$ cat src/flph_pkg.sv
package flph_pkg;

  localparam int unsigned BinCountDefault    = 8;
  localparam int unsigned CounterBitsDefault = 32;

  // Bin 0 covers values up to 2**(FirstBinLog + 1).
  localparam int unsigned FirstBinLog = 3;

  // Wide enough for any bin count the block supports.
  localparam int unsigned BinIdxW = 5;

  localparam int unsigned LenW    = 16;
  localparam int unsigned TsW     = 63;
  localparam int unsigned GapW    = 32;
  localparam int unsigned RdBinW  = 3;
  localparam int unsigned RdIdxW  = 5;
  localparam int unsigned OpW     = 2;
  localparam int unsigned InDataW  = 88;
  localparam int unsigned OutDataW = 40;
  localparam int unsigned OutCntW  = 32;
  localparam int unsigned OutBinW  = 3;

  localparam int unsigned QueueDepth = 2;

  localparam int unsigned ApbAddrW = 3;
  localparam int unsigned ApbDataW = 32;
  localparam logic [ApbAddrW-3:0] RegCountEmpty = '0;

  typedef enum logic [1:0] {
    KindNone,
    KindStart,
    KindPacket,
    KindRead
  } kind_e;

  typedef struct packed {
    kind_e                kind;
    logic                 dir;
    logic                 acct;
    logic [BinIdxW-1:0]   size_bin;
    logic [TsW-1:0]       ts;
    logic                 rd_gap;
    logic                 rd_dir;
    logic [RdBinW-1:0]    rd_bin;
    logic                 rd_ok;
  } item_t;

  typedef struct packed {
    logic empty;
    logic full;
  } q_stat_t;

  // Log2 bin of a value: highest set bit of (v - 1), clamped to the bin range.
  function automatic logic [BinIdxW-1:0] bin_of(input logic [GapW-1:0] v,
                                                input int unsigned bin_count);
    logic [GapW-1:0] vm;
    int unsigned     lg;
    int unsigned     hi;
    vm = v - 1'b1;
    lg = 0;
    hi = bin_count + FirstBinLog - 1;
    if (v > 1) begin
      for (int i = 0; i < GapW; i++) begin
        if (vm[i]) begin
          lg = i;
        end
      end
    end
    if (lg < FirstBinLog) begin
      lg = FirstBinLog;
    end
    if (lg > hi) begin
      lg = hi;
    end
    return BinIdxW'(lg - FirstBinLog);
  endfunction

endpackage

$ cat src/flow_log2_packet_histogram_unit.sv
// Channel   Dir  Payload                                               Handshake
// s_axis    in   tuser: operation; tdata: dir, valid, length, time, idx  tvalid/tready
// m_axis    out  tdata: counted, size bin, gap counted, gap bin, value   tvalid/tready
// apb       in   count_empty_packets at address 0                      psel/penable
//
// One word is taken and one result given per clock when neither side stalls.
// A taken word moves through the queue, where the gap subtract is done, a stage
// for the gap bin and the counter memory read, and a stage for the counter
// update into the output register.
// Reset clears the counters at once through per-entry valid bits; no sweep is needed.
// The two-word queue drops s_axis_tready only when full, so the input side keeps
// flowing while a result waits on m_axis.
module flow_log2_packet_histogram_unit #(
  parameter int unsigned BIN_COUNT    = flph_pkg::BinCountDefault,
  parameter int unsigned COUNTER_BITS = flph_pkg::CounterBitsDefault
) (
  input  logic                           clk_i,
  input  logic                           rst_ni,

  input  logic                           s_axis_tvalid,
  output logic                           s_axis_tready,
  // [0] direction, [1] payload_valid, [17:2] payload_length,
  // [80:18] timestamp_ns, [85:81] read_index, [87:86] zero
  input  logic [flph_pkg::InDataW-1:0]   s_axis_tdata,
  // [1:0] operation
  input  logic [flph_pkg::OpW-1:0]       s_axis_tuser,

  output logic                           m_axis_tvalid,
  input  logic                           m_axis_tready,
  // [0] packet_counted, [3:1] size_bin, [4] gap_counted, [7:5] gap_bin,
  // [39:8] counter_value
  output logic [flph_pkg::OutDataW-1:0]  m_axis_tdata,

  input  logic                           psel,
  input  logic                           penable,
  input  logic                           pwrite,
  input  logic [flph_pkg::ApbAddrW-1:0]  paddr,
  input  logic [flph_pkg::ApbDataW-1:0]  pwdata,
  output logic [flph_pkg::ApbDataW-1:0]  prdata,
  output logic                           pready
);

  logic                  count_empty_q;
  logic                  reg_hit;
  logic                  push, pop;
  flph_pkg::item_t       fe_item, q_item;
  flph_pkg::q_stat_t     q_stat;

  assign reg_hit = (paddr[flph_pkg::ApbAddrW-1:2] == flph_pkg::RegCountEmpty);
  assign pready  = 1'b1;
  assign prdata  = reg_hit ? {{(flph_pkg::ApbDataW - 1){1'b0}}, count_empty_q} : '0;

  always_ff @(posedge clk_i or negedge rst_ni) begin
    if (!rst_ni) begin
      count_empty_q <= 1'b0;
    end else if (psel && penable && pwrite && pready && reg_hit) begin
      count_empty_q <= pwdata[0];
    end
  end

  flph_front #(
    .BIN_COUNT (BIN_COUNT)
  ) u_front (
    .s_tvalid_i    (s_axis_tvalid),
    .s_tready_o    (s_axis_tready),
    .s_tdata_i     (s_axis_tdata),
    .s_tuser_i     (s_axis_tuser),
    .count_empty_i (count_empty_q),
    .q_stat_i      (q_stat),
    .push_o        (push),
    .item_o        (fe_item)
  );

  flph_fifo #(
    .WIDTH ($bits(flph_pkg::item_t)),
    .DEPTH (flph_pkg::QueueDepth)
  ) u_fifo (
    .clk_i   (clk_i),
    .rst_ni  (rst_ni),
    .push_i  (push),
    .wdata_i (fe_item),
    .pop_i   (pop),
    .rdata_o (q_item),
    .stat_o  (q_stat)
  );

  flph_back #(
    .BIN_COUNT    (BIN_COUNT),
    .COUNTER_BITS (COUNTER_BITS)
  ) u_back (
    .clk_i      (clk_i),
    .rst_ni     (rst_ni),
    .q_stat_i   (q_stat),
    .q_item_i   (q_item),
    .pop_o      (pop),
    .m_tvalid_o (m_axis_tvalid),
    .m_tready_i (m_axis_tready),
    .m_tdata_o  (m_axis_tdata)
  );

  // A word taken on the input must be waiting in the queue on the next cycle.
  a_push_lands: assert property (@(posedge clk_i) disable iff (!rst_ni)
    s_axis_tvalid && s_axis_tready |=> !q_stat.empty)
    else $error("accepted word missing from queue");

  // A gap is only ever binned together with its packet's size.
  a_gap_needs_size: assert property (@(posedge clk_i) disable iff (!rst_ni)
    m_axis_tvalid && m_axis_tdata[4] |-> m_axis_tdata[0])
    else $error("gap counted without packet counted");

  // Only a read returns a counter value, and a read never counts anything.
  a_read_counts_nothing: assert property (@(posedge clk_i) disable iff (!rst_ni)
    m_axis_tvalid && (m_axis_tdata[39:8] != '0) |-> !m_axis_tdata[0] && !m_axis_tdata[4])
    else $error("counter value on an updating word");

endmodule

$ cat src/flph_fifo.sv
module flph_fifo #(
  parameter int unsigned WIDTH = 8,
  parameter int unsigned DEPTH = flph_pkg::QueueDepth
) (
  input  logic                clk_i,
  input  logic                rst_ni,
  input  logic                push_i,
  input  logic [WIDTH-1:0]    wdata_i,
  input  logic                pop_i,
  output logic [WIDTH-1:0]    rdata_o,
  output flph_pkg::q_stat_t   stat_o
);

  localparam int unsigned PtrW = (DEPTH > 1) ? $clog2(DEPTH) : 1;
  localparam int unsigned CntW = $clog2(DEPTH + 1);

  logic [WIDTH-1:0] mem [DEPTH];
  logic [PtrW-1:0]  wptr_q, wptr_d;
  logic [PtrW-1:0]  rptr_q, rptr_d;
  logic [CntW-1:0]  count_q, count_d;

  always_comb begin
    wptr_d  = wptr_q;
    rptr_d  = rptr_q;
    count_d = count_q;
    if (push_i) begin
      wptr_d = (wptr_q == PtrW'(DEPTH - 1)) ? '0 : wptr_q + 1'b1;
    end
    if (pop_i) begin
      rptr_d = (rptr_q == PtrW'(DEPTH - 1)) ? '0 : rptr_q + 1'b1;
    end
    if (push_i && !pop_i) begin
      count_d = count_q + 1'b1;
    end else if (pop_i && !push_i) begin
      count_d = count_q - 1'b1;
    end
  end

  always_ff @(posedge clk_i or negedge rst_ni) begin
    if (!rst_ni) begin
      wptr_q  <= '0;
      rptr_q  <= '0;
      count_q <= '0;
    end else begin
      wptr_q  <= wptr_d;
      rptr_q  <= rptr_d;
      count_q <= count_d;
    end
  end

  always_ff @(posedge clk_i) begin
    if (push_i) begin
      mem[wptr_q] <= wdata_i;
    end
  end

  assign rdata_o      = mem[rptr_q];
  assign stat_o.empty = (count_q == '0);
  assign stat_o.full  = (count_q == CntW'(DEPTH));

endmodule

$ cat src/flph_front.sv
module flph_front #(
  parameter int unsigned BIN_COUNT = flph_pkg::BinCountDefault
) (
  input  logic                          s_tvalid_i,
  output logic                          s_tready_o,
  input  logic [flph_pkg::InDataW-1:0]  s_tdata_i,
  input  logic [flph_pkg::OpW-1:0]      s_tuser_i,
  input  logic                          count_empty_i,
  input  flph_pkg::q_stat_t             q_stat_i,
  output logic                          push_o,
  output flph_pkg::item_t               item_o
);

  typedef enum logic [1:0] {
    OpStart  = 2'd0,
    OpPacket = 2'd1,
    OpRead   = 2'd2
  } op_e;

  localparam int unsigned DirBit   = 0;
  localparam int unsigned ValidBit = 1;
  localparam int unsigned LenLsb   = 2;
  localparam int unsigned TsLsb    = LenLsb + flph_pkg::LenW;
  localparam int unsigned RidxLsb  = TsLsb + flph_pkg::TsW;

  flph_pkg::kind_e                kind;
  logic                           pay_valid;
  logic [flph_pkg::LenW-1:0]      len;
  logic [flph_pkg::RdIdxW-1:0]    ridx;
  logic                           counts;

  assign pay_valid = s_tdata_i[ValidBit];
  assign len       = s_tdata_i[LenLsb +: flph_pkg::LenW];
  assign ridx      = s_tdata_i[RidxLsb +: flph_pkg::RdIdxW];

  always_comb begin
    unique case (op_e'(s_tuser_i))
      OpStart:  kind = flph_pkg::KindStart;
      OpPacket: kind = flph_pkg::KindPacket;
      OpRead:   kind = flph_pkg::KindRead;
      default:  kind = flph_pkg::KindNone;
    endcase
  end

  assign counts = (kind == flph_pkg::KindStart || kind == flph_pkg::KindPacket) &&
                  pay_valid && (len != '0 || count_empty_i);

  always_comb begin
    item_o.kind     = kind;
    // A new flow always opens in the forward direction.
    item_o.dir      = (kind == flph_pkg::KindStart) ? 1'b0 : s_tdata_i[DirBit];
    item_o.acct     = counts;
    item_o.size_bin = flph_pkg::bin_of(
                        {{(flph_pkg::GapW - flph_pkg::LenW){1'b0}}, len}, BIN_COUNT);
    item_o.ts       = s_tdata_i[TsLsb +: flph_pkg::TsW];
    item_o.rd_gap   = ridx[flph_pkg::RdIdxW-1];
    item_o.rd_dir   = ridx[flph_pkg::RdBinW];
    item_o.rd_bin   = ridx[flph_pkg::RdBinW-1:0];
    item_o.rd_ok    = (ridx[flph_pkg::RdBinW-1:0] < BIN_COUNT);
  end

  assign s_tready_o = !q_stat_i.full;
  assign push_o     = s_tvalid_i && !q_stat_i.full;

endmodule

$ cat src/flph_back.sv
module flph_back #(
  parameter int unsigned BIN_COUNT    = flph_pkg::BinCountDefault,
  parameter int unsigned COUNTER_BITS = flph_pkg::CounterBitsDefault
) (
  input  logic                           clk_i,
  input  logic                           rst_ni,
  input  flph_pkg::q_stat_t              q_stat_i,
  input  flph_pkg::item_t                q_item_i,
  output logic                           pop_o,
  output logic                           m_tvalid_o,
  input  logic                           m_tready_i,
  output logic [flph_pkg::OutDataW-1:0]  m_tdata_o
);

  localparam int unsigned BinW  = $clog2(BIN_COUNT);
  localparam int unsigned AddrW = BinW + 1;
  localparam int unsigned Depth = 2 ** AddrW;
  localparam int unsigned TsW   = flph_pkg::TsW;
  localparam int unsigned GapW  = flph_pkg::GapW;

  // Arrival state, used when a word leaves the queue.
  logic [1:0]             seen_q, seen_d;
  logic [TsW-1:0]         last_q [2];
  logic [TsW-1:0]         last_d [2];

  // Stage one: gap worked out, counter reads not yet issued.
  logic                   s1_vld_q;
  flph_pkg::item_t        s1_item_q;
  logic                   s1_gcnt_q;
  logic [GapW-1:0]        s1_gap_q;

  // Stage two: counter read data available, update and result.
  logic                   s2_vld_q;
  flph_pkg::kind_e        s2_kind_q;
  logic                   s2_acct_q;
  logic                   s2_gcnt_q;
  logic [AddrW-1:0]       s2_sz_addr_q;
  logic [AddrW-1:0]       s2_gp_addr_q;
  logic                   s2_rd_gap_q;
  logic                   s2_rd_ok_q;

  logic [COUNTER_BITS-1:0] sz_mem [Depth];
  logic [COUNTER_BITS-1:0] gp_mem [Depth];
  logic [Depth-1:0]        sz_ok_q;
  logic [Depth-1:0]        gp_ok_q;
  logic [COUNTER_BITS-1:0] sz_rdata_q, gp_rdata_q;
  logic                    sz_rok_q, gp_rok_q;
  logic                    sz_byp_q, gp_byp_q;
  logic [COUNTER_BITS-1:0] sz_bdata_q, gp_bdata_q;

  logic                    out_vld_q;
  logic [flph_pkg::OutDataW-1:0] out_data_q;

  logic                    out_free, s2_adv, s2_free, s1_adv, s1_free, pop;
  logic [TsW-1:0]          last_sel, gap_diff;
  logic [GapW-1:0]         gap_a;
  logic                    gcnt_a;
  logic [flph_pkg::BinIdxW-1:0] gbin_full;
  logic [AddrW-1:0]        rd_addr, sz_raddr, gp_raddr;
  logic [COUNTER_BITS-1:0] sz_base, gp_base, sz_new, gp_new, rd_val;
  logic [flph_pkg::OutCntW-1:0] cnt_out;
  logic [flph_pkg::OutBinW-1:0] sbin_out, gbin_out;

  assign out_free = !out_vld_q || m_tready_i;
  assign s2_adv   = s2_vld_q && out_free;
  assign s2_free  = !s2_vld_q || out_free;
  assign s1_adv   = s1_vld_q && s2_free;
  assign s1_free  = !s1_vld_q || s2_free;
  assign pop      = !q_stat_i.empty && s1_free;
  assign pop_o    = pop;

  // Gap since the previous counted packet of the same direction.
  assign last_sel = last_q[q_item_i.dir];
  assign gap_diff = q_item_i.ts - last_sel;
  assign gap_a    = (q_item_i.ts >= last_sel) ? gap_diff[GapW-1:0] : '0;
  assign gcnt_a   = q_item_i.acct && (q_item_i.kind != flph_pkg::KindStart) &&
                    seen_q[q_item_i.dir];

  always_comb begin
    seen_d    = seen_q;
    last_d[0] = last_q[0];
    last_d[1] = last_q[1];
    if (pop) begin
      if (q_item_i.kind == flph_pkg::KindStart) begin
        seen_d    = '0;
        last_d[0] = '0;
        last_d[1] = '0;
      end
      if (q_item_i.acct) begin
        seen_d[q_item_i.dir] = 1'b1;
        last_d[q_item_i.dir] = q_item_i.ts;
      end
    end
  end

  always_ff @(posedge clk_i or negedge rst_ni) begin
    if (!rst_ni) begin
      seen_q    <= '0;
      last_q[0] <= '0;
      last_q[1] <= '0;
    end else begin
      seen_q    <= seen_d;
      last_q[0] <= last_d[0];
      last_q[1] <= last_d[1];
    end
  end

  always_ff @(posedge clk_i or negedge rst_ni) begin
    if (!rst_ni) begin
      s1_vld_q <= 1'b0;
    end else if (pop) begin
      s1_vld_q <= 1'b1;
    end else if (s1_adv) begin
      s1_vld_q <= 1'b0;
    end
  end

  always_ff @(posedge clk_i) begin
    if (pop) begin
      s1_item_q <= q_item_i;
      s1_gcnt_q <= gcnt_a;
      s1_gap_q  <= gap_a;
    end
  end

  // Counter addresses: a read takes its own index, an update the chosen bins.
  assign gbin_full = flph_pkg::bin_of(s1_gap_q, BIN_COUNT);
  assign rd_addr   = {s1_item_q.rd_dir, BinW'(s1_item_q.rd_bin)};
  assign sz_raddr  = (s1_item_q.kind == flph_pkg::KindRead) ? rd_addr :
                     {s1_item_q.dir, s1_item_q.size_bin[BinW-1:0]};
  assign gp_raddr  = (s1_item_q.kind == flph_pkg::KindRead) ? rd_addr :
                     {s1_item_q.dir, gbin_full[BinW-1:0]};

  always_ff @(posedge clk_i or negedge rst_ni) begin
    if (!rst_ni) begin
      s2_vld_q  <= 1'b0;
      s2_kind_q <= flph_pkg::KindNone;
      s2_acct_q <= 1'b0;
      s2_gcnt_q <= 1'b0;
      sz_byp_q  <= 1'b0;
      gp_byp_q  <= 1'b0;
    end else if (s1_adv) begin
      s2_vld_q  <= 1'b1;
      s2_kind_q <= s1_item_q.kind;
      s2_acct_q <= s1_item_q.acct;
      s2_gcnt_q <= s1_gcnt_q;
      // The word ahead writes back on this same edge, so take its value directly.
      sz_byp_q  <= s2_adv && s2_acct_q && (s2_sz_addr_q == sz_raddr);
      gp_byp_q  <= s2_adv && s2_gcnt_q && (s2_gp_addr_q == gp_raddr);
    end else if (s2_adv) begin
      s2_vld_q  <= 1'b0;
    end
  end

  always_ff @(posedge clk_i) begin
    if (s1_adv) begin
      s2_sz_addr_q <= sz_raddr;
      s2_gp_addr_q <= gp_raddr;
      s2_rd_gap_q  <= s1_item_q.rd_gap;
      s2_rd_ok_q   <= s1_item_q.rd_ok;
      sz_rok_q     <= sz_ok_q[sz_raddr];
      gp_rok_q     <= gp_ok_q[gp_raddr];
      sz_bdata_q   <= sz_new;
      gp_bdata_q   <= gp_new;
    end
  end

  always_ff @(posedge clk_i) begin
    if (s2_adv && s2_acct_q) begin
      sz_mem[s2_sz_addr_q] <= sz_new;
    end
    if (s2_adv && s2_gcnt_q) begin
      gp_mem[s2_gp_addr_q] <= gp_new;
    end
    if (s1_adv) begin
      sz_rdata_q <= sz_mem[sz_raddr];
      gp_rdata_q <= gp_mem[gp_raddr];
    end
  end

  // An entry without its valid bit reads as zero; a new flow clears them all,
  // overriding a write-back of an older word on the same edge.
  always_ff @(posedge clk_i or negedge rst_ni) begin
    if (!rst_ni) begin
      sz_ok_q <= '0;
      gp_ok_q <= '0;
    end else if (s1_adv && s1_item_q.kind == flph_pkg::KindStart) begin
      sz_ok_q <= '0;
      gp_ok_q <= '0;
    end else begin
      if (s2_adv && s2_acct_q) begin
        sz_ok_q[s2_sz_addr_q] <= 1'b1;
      end
      if (s2_adv && s2_gcnt_q) begin
        gp_ok_q[s2_gp_addr_q] <= 1'b1;
      end
    end
  end

  always_comb begin
    if (s2_kind_q == flph_pkg::KindStart) begin
      sz_base = '0;
      gp_base = '0;
    end else begin
      sz_base = sz_byp_q ? sz_bdata_q : (sz_rok_q ? sz_rdata_q : '0);
      gp_base = gp_byp_q ? gp_bdata_q : (gp_rok_q ? gp_rdata_q : '0);
    end
  end

  assign sz_new   = (&sz_base) ? sz_base : sz_base + COUNTER_BITS'(1);
  assign gp_new   = (&gp_base) ? gp_base : gp_base + COUNTER_BITS'(1);
  assign rd_val   = s2_rd_gap_q ? gp_base : sz_base;
  assign cnt_out  = (s2_kind_q == flph_pkg::KindRead && s2_rd_ok_q) ?
                    flph_pkg::OutCntW'(rd_val) : '0;
  assign sbin_out = s2_acct_q ? flph_pkg::OutBinW'(s2_sz_addr_q[BinW-1:0]) : '0;
  assign gbin_out = s2_gcnt_q ? flph_pkg::OutBinW'(s2_gp_addr_q[BinW-1:0]) : '0;

  always_ff @(posedge clk_i or negedge rst_ni) begin
    if (!rst_ni) begin
      out_vld_q <= 1'b0;
    end else if (s2_adv) begin
      out_vld_q <= 1'b1;
    end else if (m_tready_i) begin
      out_vld_q <= 1'b0;
    end
  end

  always_ff @(posedge clk_i) begin
    if (s2_adv) begin
      out_data_q <= {cnt_out, gbin_out, s2_gcnt_q, sbin_out, s2_acct_q};
    end
  end

  assign m_tvalid_o = out_vld_q;
  assign m_tdata_o  = out_data_q;

endmodule
$ cat config.mk
export PLATFORM = sky130hd
export DESIGN_NAME = flow_log2_packet_histogram_unit
export DESIGN_NICKNAME = d
export VERILOG_FILES = /design/src/flph_pkg.sv /design/src/flow_log2_packet_histogram_unit.sv /design/src/flph_fifo.sv /design/src/flph_front.sv /design/src/flph_back.sv
export SDC_FILE = /design/constraint.sdc
export NUM_CORES = 2
export LEC_CHECK = 0
export BUFFER_PORTS_ARGS = -buffer_cell sky130_fd_sc_hd__buf_2
export CAP_MARGIN = 25
export CORE_MARGIN = 1
export CORE_UTILIZATION = 55
export DETAILED_ROUTE_END_ITERATION = 10
export PLACE_DENSITY = 0.72
export SLEW_MARGIN = 5
export SYNTH_ARGS = -nofsm -noshare
export SYNTH_HDL_FRONTEND = slang
export SYNTH_HIERARCHICAL = 1
export SYNTH_SLANG_ARGS = --single-unit
$ cat constraint.sdc
create_clock -name clk_i -period 10.3 [get_ports clk_i]
set_clock_uncertainty 0.1 [all_clocks]
set_input_delay 1.545 -clock clk_i [delete_from_list [all_inputs] [get_ports clk_i]]
set_output_delay 1.545 -clock clk_i [all_outputs]
set_load 0.01 [all_outputs]
==> impl_summary.log <==
[metrics] total die area: approximately 130000 um2
[metrics] reported leakage power: ~28 nW
[metrics] result of the run: completed
[metrics] most common cell after layout, fill and taps aside: edfxtp_1
[metrics] detailed-routing iteration count for the pre-antenna-repair pass: 9
[metrics] chip width: approximately 360 um
[metrics] switching share of power: between 30% and 40%
[metrics] relative contribution of the clock network to total power: between 20% and 30%
[metrics] CP max FO: between 70 and 80
[metrics] upper clock frequency limit: 132 MHz
[metrics] data arrival at the endpoint of the critical path: 7980 ps
[metrics] source-to-sink clock delay at the later pin of the worst-skew pair: about 800 ps
[metrics] final hold violation count: 0
[metrics] count of mapped cells out of synthesis: ~5600
[metrics] Power Density: between 300 and 400 nW/um2
[metrics] CTS-repair resized insts: 0
[metrics] Clock Tree Buf Depth: 3
[metrics] number of fillers in the final layout: slightly below 10000
[metrics] most frequent cells in the layout: 1401 x edfxtp_1, 912 x nand2_1, 334 x nand3_1
[metrics] Max H-tree Level: 4
[metrics] Worst Setup End Kind: flip-flop
[metrics] path depth of the worst reg2reg path: 21
[metrics] sort of element at the start of the critical path: flip-flop
[metrics] placeable core region: 128000 um2
[metrics] share of post-route cells with drive strength above 1: between 15 and 20%
[metrics] reg2reg setup slack: roughly 2700 ps
[metrics] relative slew slack: between 20% and 30%
[metrics] Cell Rows: 131
[metrics] Final Max Slew Viols: 0
[metrics] data required time at the worst endpoint: 10710 ps
[metrics] number of input and output port buffers inserted: ~140
[metrics] max capacitance violation total: 0
[metrics] launch point of the critical path: u_back/s1_gap_q[4]
[metrics] number of vias per cell: around 6.3
[metrics] type of the most critical hold path: reg2reg
[metrics] RSZ-0062 raised after global routing: false
[metrics] Yosys warnings: 6
[metrics] leftover overflow at the end of global routing: 0
[metrics] TritonCTS clock tree: built
[metrics] capture instance of the worst register-to-register path: u_back/gp_rdata_q[2]
[metrics] netlist area before placement: 71500 um2
[metrics] Clock Tree Root: clkbuf_16
[metrics] count of pins on the block boundary: 207
[metrics] number of buffers added by the clock tree synthesis step: 159
[metrics] Initial Util: a little under three fifths
[metrics] total half-perimeter wirelength after legalization and detailed placement: just over 100 mm
[metrics] growth of design area from synthesis to finish: 10.7%
[metrics] Final setup viols: 0
[metrics] number of stages on the worst hold path: 0
[metrics] Tcrit/Tclk final: 73.5%
[metrics] post-detailed-route wirelength per cell: 24.6 um
[metrics] final critical-path required period: about 7600 ps
[metrics] CP Class: reg2reg
[metrics] Final ANT Viol Nets: 0
[metrics] startpoint of the most critical register-to-register path: u_back/s1_gap_q[4]
[metrics] maximum number of pins on one net before global-route repair: roughly 120
[metrics] sequential share of power: roughly two fifths
[metrics] placed cells: roughly 7000
[metrics] # DRC: 0
[metrics] relative contribution of combinational cells to total power: 39.5%
[metrics] via count of the first global-routing pass: around 45000
[metrics] final cell count without fillers: ~7500
[metrics] post-cts hold buffer count: 0
[metrics] total setup buffers inserted after CTS: 0
[metrics] CTS sink cnt: approximately 1600
[metrics] Critical path destination: u_back/gp_rdata_q[2]
[metrics] final net count: approximately 6000
[metrics] overall via count from detail_route: between 40000 and 50000
[metrics] number of DRC markers in iteration 0: about 5800
[metrics] mean post-synth cell area: 12.8 um2
[metrics] first-pass GRT wire length: 275 mm
[metrics] setup TNS after final layout: 0 ps
[metrics] slew at the pin closest to its max-slew limit: around 1100 ps
[metrics] clock-pin transition on the worst setup and hold timing paths: 60 ps
[metrics] switching power of the nets: about 9.8 mW
[metrics] initial antenna violation count: 5
[metrics] GR Util All Layers: about 28%
[metrics] drt total wl: roughly 180 mm
[metrics] Worst VDD drop: 0.294 mV
[metrics] Die Y-Extent: around 360 um
[metrics] routability cong.: between 0.8 and 0.9
[metrics] internal power contribution: roughly 16 mW
==> stage by stage <==
| step | area [um2] | utilization (%) | worst slack, ps | hold WS (ps) | power (mW) |
|---|---|---|---|---|---|
| global placement | 73600 | 57.3 | 2900 | 306 | 19.4 |
| global route | 79200 | 61.7 | 2300 | 331 | 26.8 |
| finish | 79200 | 61.7 | 2720 | 319 | 25.6 |
| CTS | 78800 | 61.4 | 2880 | 318 | 25.4 |
| floorplan | 71600 | - | 3550 | 300 | 16.6 |
| detailed placement | 73700 | 57.4 | 2870 | 305 | 19.7 |
==> state kept, by name (all words and copies together), names as in the netlist, 9 cells and up <==
register / flops
u_back/s1_item_q: 9
u_back/gp_ok_q: 16
u_back/sz_rdata_q: 32
u_back/gp_bdata_q: 32
u_back/last_q: 126
u_back/sz_ok_q: 16
u_back/s1_gap_q: 32
u_fifo/mem: 152
u_back/sz_bdata_q: 32
u_back/sz_mem: 512
u_back/m_tdata_o: 40
u_back/gp_mem: 512
u_back/gp_rdata_q: 32
==> final cells by class <==
| cell class | count | area [um2] | area share (%) |
|---|---|---|---|
| inverters | 49 | 209 | 0.264 |
| flip-flops and latches | 1575 | 46400 | 58.7 |
| clock inverters | 82 | 807 | 1.02 |
| repair buffers | 298 | 2010 | 2.54 |
| diodes | 2 | 5.00 | 0.00632 |
| well taps | 1729 | 2160 | 2.73 |
| clock buffers | 208 | 4320 | 5.45 |
| multi-input cells | 3564 | 23200 | 29.3 |
==> worst max-delay path, cell delays in order, from the launching register on <==
cell,delay (ps)
edfxtp_1,520
nor3_2,890
nand2_1,280
xnor2_1,220
or4b_2,670
a2111oi_0,500
o211a_1,320
or2_1,130
maj3_2,210
nand2_4,80
inv_4,200
ha_1,180
a21oi_1,150
inv_8,500
buf_4,580
buf_4,460
mux2i_1,390
o22ai_1,140
a21oi_1,160
o211ai_1,130
o2bb2ai_1,210
a211oi_1,90
==> power groups by stage <==
stage | registers, mW | logic (mW) | clock network, mW
after floorplan | 9.66 | 6.93 | 0
after global placement | 9.89 | 9.55 | 0
after detailed placement | 9.92 | 9.81 | 0
after CTS | 9.80 | 9.88 | 5.76
after global routing | 9.90 | 10.9 | 6.00
final | 9.80 | 10.1 | 5.69
==> worst min-delay path by stage <==
stage	startpoint	end	slack [ps]
6_report	u_back/s1_item_q[0]	u_back/s2_rd_ok_q	320
3_5_place_dp	u_back/s1_item_q[0]	u_back/s2_rd_ok_q	300
5_1_grt	u_back/s1_item_q[5]	u_back/s2_rd_gap_q	330
2_1_floorplan	u_back/s1_item_q[5]	u_back/s2_rd_gap_q	300
3_3_place_gp	u_back/s1_item_q[5]	u_back/s2_rd_gap_q	310
4_1_cts	u_back/s1_item_q[0]	u_back/s2_rd_ok_q	320
==> layer usage <==
metal  share of wire [%]  GRT usage [%]
met2                  47           43.8
met1                  40           38.3
met5               0.010              0
met4                 3.0           9.22
met3                  10           5.72
No activity file was read; power rests on OpenSTA's default activity.
